File: config.mk
export PLATFORM = sky130hd
export DESIGN_NAME = gfe_nbr
export DESIGN_NICKNAME = d
export VERILOG_FILES = /design/src/rtl/gfe_pkg.sv /design/src/rtl/gfe_nbr.sv
export SDC_FILE = /design/constraint.sdc
export NUM_CORES = 1
export LEC_CHECK = 0
export ABC_AREA = 1
export BUFFER_PORTS_ARGS = -buffer_cell sky130_fd_sc_hd__buf_2
export CAP_MARGIN = 30
export CORE_MARGIN = 2
export CORE_UTILIZATION = 58
export DETAILED_ROUTE_END_ITERATION = 8
export PLACE_DENSITY = 0.91
export SKIP_LAST_GASP = 1
export SLEW_MARGIN = 15
export SYNTH_ARGS = -nofsm -noshare
export SYNTH_HDL_FRONTEND = slang
export SYNTH_SLANG_ARGS = --single-unit
export TNS_END_PERCENT = 50
File: constraint.sdc
create_clock -name vclk -period 4.2
set_input_delay 0.21 -clock vclk [all_inputs]
set_output_delay 0.21 -clock vclk [all_outputs]
set_load 0.02 [all_outputs]
File: src/rtl/gfe_pkg.sv
package gfe_pkg;

	// Widths fixed by the item and register fields.
	localparam int CFG_W    = 9;
	localparam int COORD_W  = 9;
	localparam int REMAIN_W = 17;
	// Wide enough for any active grid size and for a coordinate plus one.
	localparam int DIM_W    = 11;

	localparam logic [CFG_W-1:0] GRID_DIM_RESET = 9'd256;

	typedef enum logic [0:0] {
		REG_GRID_ROWS = 1'b0,
		REG_GRID_COLS = 1'b1
	} reg_idx_t;

	typedef enum logic [1:0] {
		DIR_UP    = 2'd0,
		DIR_DOWN  = 2'd1,
		DIR_LEFT  = 2'd2,
		DIR_RIGHT = 2'd3
	} dir_t;

	typedef enum logic [3:0] {
		ST_CLEAR,
		ST_IDLE,
		ST_CHECK,
		ST_TEST,
		ST_POP,
		ST_FETCH,
		ST_NEIGH,
		ST_PROBE,
		ST_DONE
	} state_t;

	function automatic dir_t dir_next(input dir_t d);
		dir_t n;
		unique case (d)
			DIR_UP:    n = DIR_DOWN;
			DIR_DOWN:  n = DIR_LEFT;
			DIR_LEFT:  n = DIR_RIGHT;
			DIR_RIGHT: n = DIR_UP;
			default:   n = DIR_UP;
		endcase
		return n;
	endfunction

endpackage

File: src/rtl/gfe_nbr.sv
module gfe_nbr #(
	parameter int RW = 8,
	parameter int CW = 8
) (
	input  logic [RW-1:0]              r,
	input  logic [CW-1:0]              c,
	input  gfe_pkg::dir_t              dir,
	input  logic [gfe_pkg::DIM_W-1:0]  rows,
	input  logic [gfe_pkg::DIM_W-1:0]  cols,
	output logic [RW-1:0]              nb_r,
	output logic [CW-1:0]              nb_c,
	output logic                       ok
);

	import gfe_pkg::*;

	// One neighbour per call; the bound check uses the active grid, not the array size.
	always_comb begin
		nb_r = r;
		nb_c = c;
		ok   = 1'b0;
		unique case (dir)
			DIR_UP: begin
				nb_r = r - RW'(1);
				ok   = (r != '0);
			end
			DIR_DOWN: begin
				nb_r = r + RW'(1);
				ok   = ((DIM_W'(r) + DIM_W'(1)) < rows);
			end
			DIR_LEFT: begin
				nb_c = c - CW'(1);
				ok   = (c != '0);
			end
			DIR_RIGHT: begin
				nb_c = c + CW'(1);
				ok   = ((DIM_W'(c) + DIM_W'(1)) < cols);
			end
			default: begin
				ok = 1'b0;
			end
		endcase
	end

endmodule

==> flow_summary.json <==
{
  "outcome": "complete, no violations",
  "fmax_ghz": 0.399,
  "clkPwrFrac_pct": 0,
  "core_area_um2": 2730,
  "ir_worst_vdd_mv": 0.102,
  "min_to": "nb_r[7]",
  "whs_ns": 0.762,
  "crit_path_max_fanout": 20,
  "syn-cell-area_um2": 1650,
  "grt_pass1_wl_um": 6890,
  "hold_path.class": "in2out",
  "finalNonFillerCells": 390,
  "rows": 19,
  "p_int_uw": 92.7,
  "die_area_um2": 3290,
  "fin_setup_tns_ns": 0,
  "avgViaCountPerCell": 5.13,
  "cts_setup_buffers": 0,
  "ff_latch_area_um2": 0,
  "grt_pass1_vias": 1832,
  "holdPathStages": 4,
  "cts_hold_buf": 0,
  "rsz0062_at_grt": "false",
  "cap_violations": 0,
  "die_w_um": 57.4,
  "multiInputGateArea_um2": 1390,
  "synth.top_cells.by_count": "nand2_1, inv_1, ha_1",
  "worst_pin_slew_ns": 0.449,
  "grt_max_degree": 21,
  "critPathMaxStageDelay_ns": 0.39,
  "seq_power_share_pct": 0,
  "grt_overflow": 0,
  "io_pins": 57,
  "drc": 0,
  "dpl.cell_count": 390,
  "cpMaxStageDelayCell": "inv_1",
  "min_period_over_period_pct": 59.6,
  "syn2layout_area_growth_pct": 18.4,
  "maxSlewViolCount": 0,
  "final-setup-viol-count": 0,
  "cp-start-kind": "primary input",
  "clockBufferCount": 0,
  "n_sequential_cell": 0,
  "crit_chain": "buf_2, inv_1, nand2_2, ha_1, or2_1, and2_1, nand2_1, nand2_1, o22ai_1, buf_2",
  "min_period_ns": 2.50,
  "first_pass_iters": 4,
  "min_from": "r[7]",
  "vias": 2000,
  "initial_core_util_pct": 60.4,
  "die_height_um": 57.4,
  "syn-num-nets": 379,
  "combPwrFrac_pct": 100.0,
  "drtIter0Drc": 88,
  "synth.top_cell.area_share_pct": 24.2,
  "dp_hpwl_um": 3380,
  "crit_required_ns": 3.99,
  "nets": 435,
  "synth_top_area_cell": "ha_1",
  "grt_use_total_pct": 24.3,
  "ys_seq_area_share_pct": 0,
  "power_leakage_uw": 0.00128,
  "yosys_warnings": 0,
  "p_switching_uw": 148,
  "numPortBuffers": 57,
  "critPathTopFamily": "buffers and inverters",
  "cp_data_arrival_time_ns": 2.29,
  "antenna_found_initial": 0,
  "finalHoldViolCount": 0,
  "avgRoutedWirePerCell_um": 10.0,
  "place_congestion": 0.937,
  "cellPowerDensity_nw_per_um2": 123,
  "routed_wl_um": 3910,
  "yosysMostFrequentCell": "nand2_1",
  "syn_avg_cell_area_um2": 5.42,
  "ant_nets": 0,
  "critPathBufInv": 3,
  "relSlewSlack_pct": 70.0,
  "crit_type": "in2out",
  "n_antenna_cell": 0,
  "fill_cells": 268,
  "drive_above_1_share_pct": 17.0,
  "synthCells": 305,
  "switching_share_pct": 61.5,
  "end_kind": "primary output",
  "ys_types": 23,
  "synthTopCellsByArea": "ha_1, nand2_1, inv_1",
  "cts_resized": 0
}
==> power by group through the flow <==
stage                     Sequential (uW)  Clock, uW  Combinational, uW
after CTS                               0          0                241
after detailed placement                0          0                240
after floorplan                         0          0                167
after global placement                  0          0                232
final                                   0          0                241
after global routing                    0          0                275
==> placed cells by master (no fill, tap or decap), types with 2 or more instances in the layout <==
cell      instances
a21oi_1          12
buf_2            57
fa_1              2
ha_1             32
inv_1            65
nand2_1          97
nand3_1          22
nand3_2           2
nand3b_1          3
nand4_1           7
nor2_1           24
nor3_1            4
o21ai_0          12
o22ai_1           4
xor2_1            9
==> cells by family after synthesis <==
family / count (synthesis) / share of synthesized area [%]
AOI/OAI and AO/OA: 28 / 8.79
xor gates and xnor gates: 10 / 5.30
adders and majority gates: 34 / 26.7
buffers and inverters: 68 / 16.0
and+or+nand+nor: 165 / 43.3
==> final cells by class <==
cell class	count	area share, %
multi-input combinational	237	71.0
timing repair buffer	57	14.6
tap	31	1.98
inverter	65	12.5
==> worst min-delay path, stage by stage <==
cell     delay, ns
buf_2         0.09
nand2_1       0.05
nand2_1       0.05
buf_2         0.15
==> worst max path at each step <==
stage | startpoint | slack (ns) | endpoint | cells past startpoint
4_1_cts | dir[1] | 1.72 | nb_r[3] | 10
3_5_place_dp | dir[1] | 1.72 | nb_r[5] | 11
3_3_place_gp | dir[1] | 1.74 | nb_r[3] | 10
2_1_floorplan | dir[1] | 2.22 | nb_r[5] | 9
6_report | dir[1] | 1.70 | nb_r[3] | 10
5_1_grt | dir[1] | 1.49 | nb_r[3] | 10
==> routing by layer <==
layer | global-route usage [%] | wire [um]
met1 | 28.6 | 1700
met2 | 48.7 | 2000
met3 | 1.13 | 196
met4 | 3.32 | 19
met5 | 0 | 0
==> per-stage QoR <==
| stage | area [um2] | worst slack [ns] | utilization, % | power, uW |
|---|---|---|---|---|
| floorplan | 1650 | 2.22 | - | 167 |
| CTS | 1960 | 1.72 | 71.5 | 241 |
| finish | 1960 | 1.70 | 71.5 | 241 |
| global placement | 1960 | 1.74 | 71.5 | 232 |
| global route | 1960 | 1.49 | 71.5 | 275 |
| detailed placement | 1960 | 1.72 | 71.5 | 240 |
No activity file was read; power rests on OpenSTA's default activity.
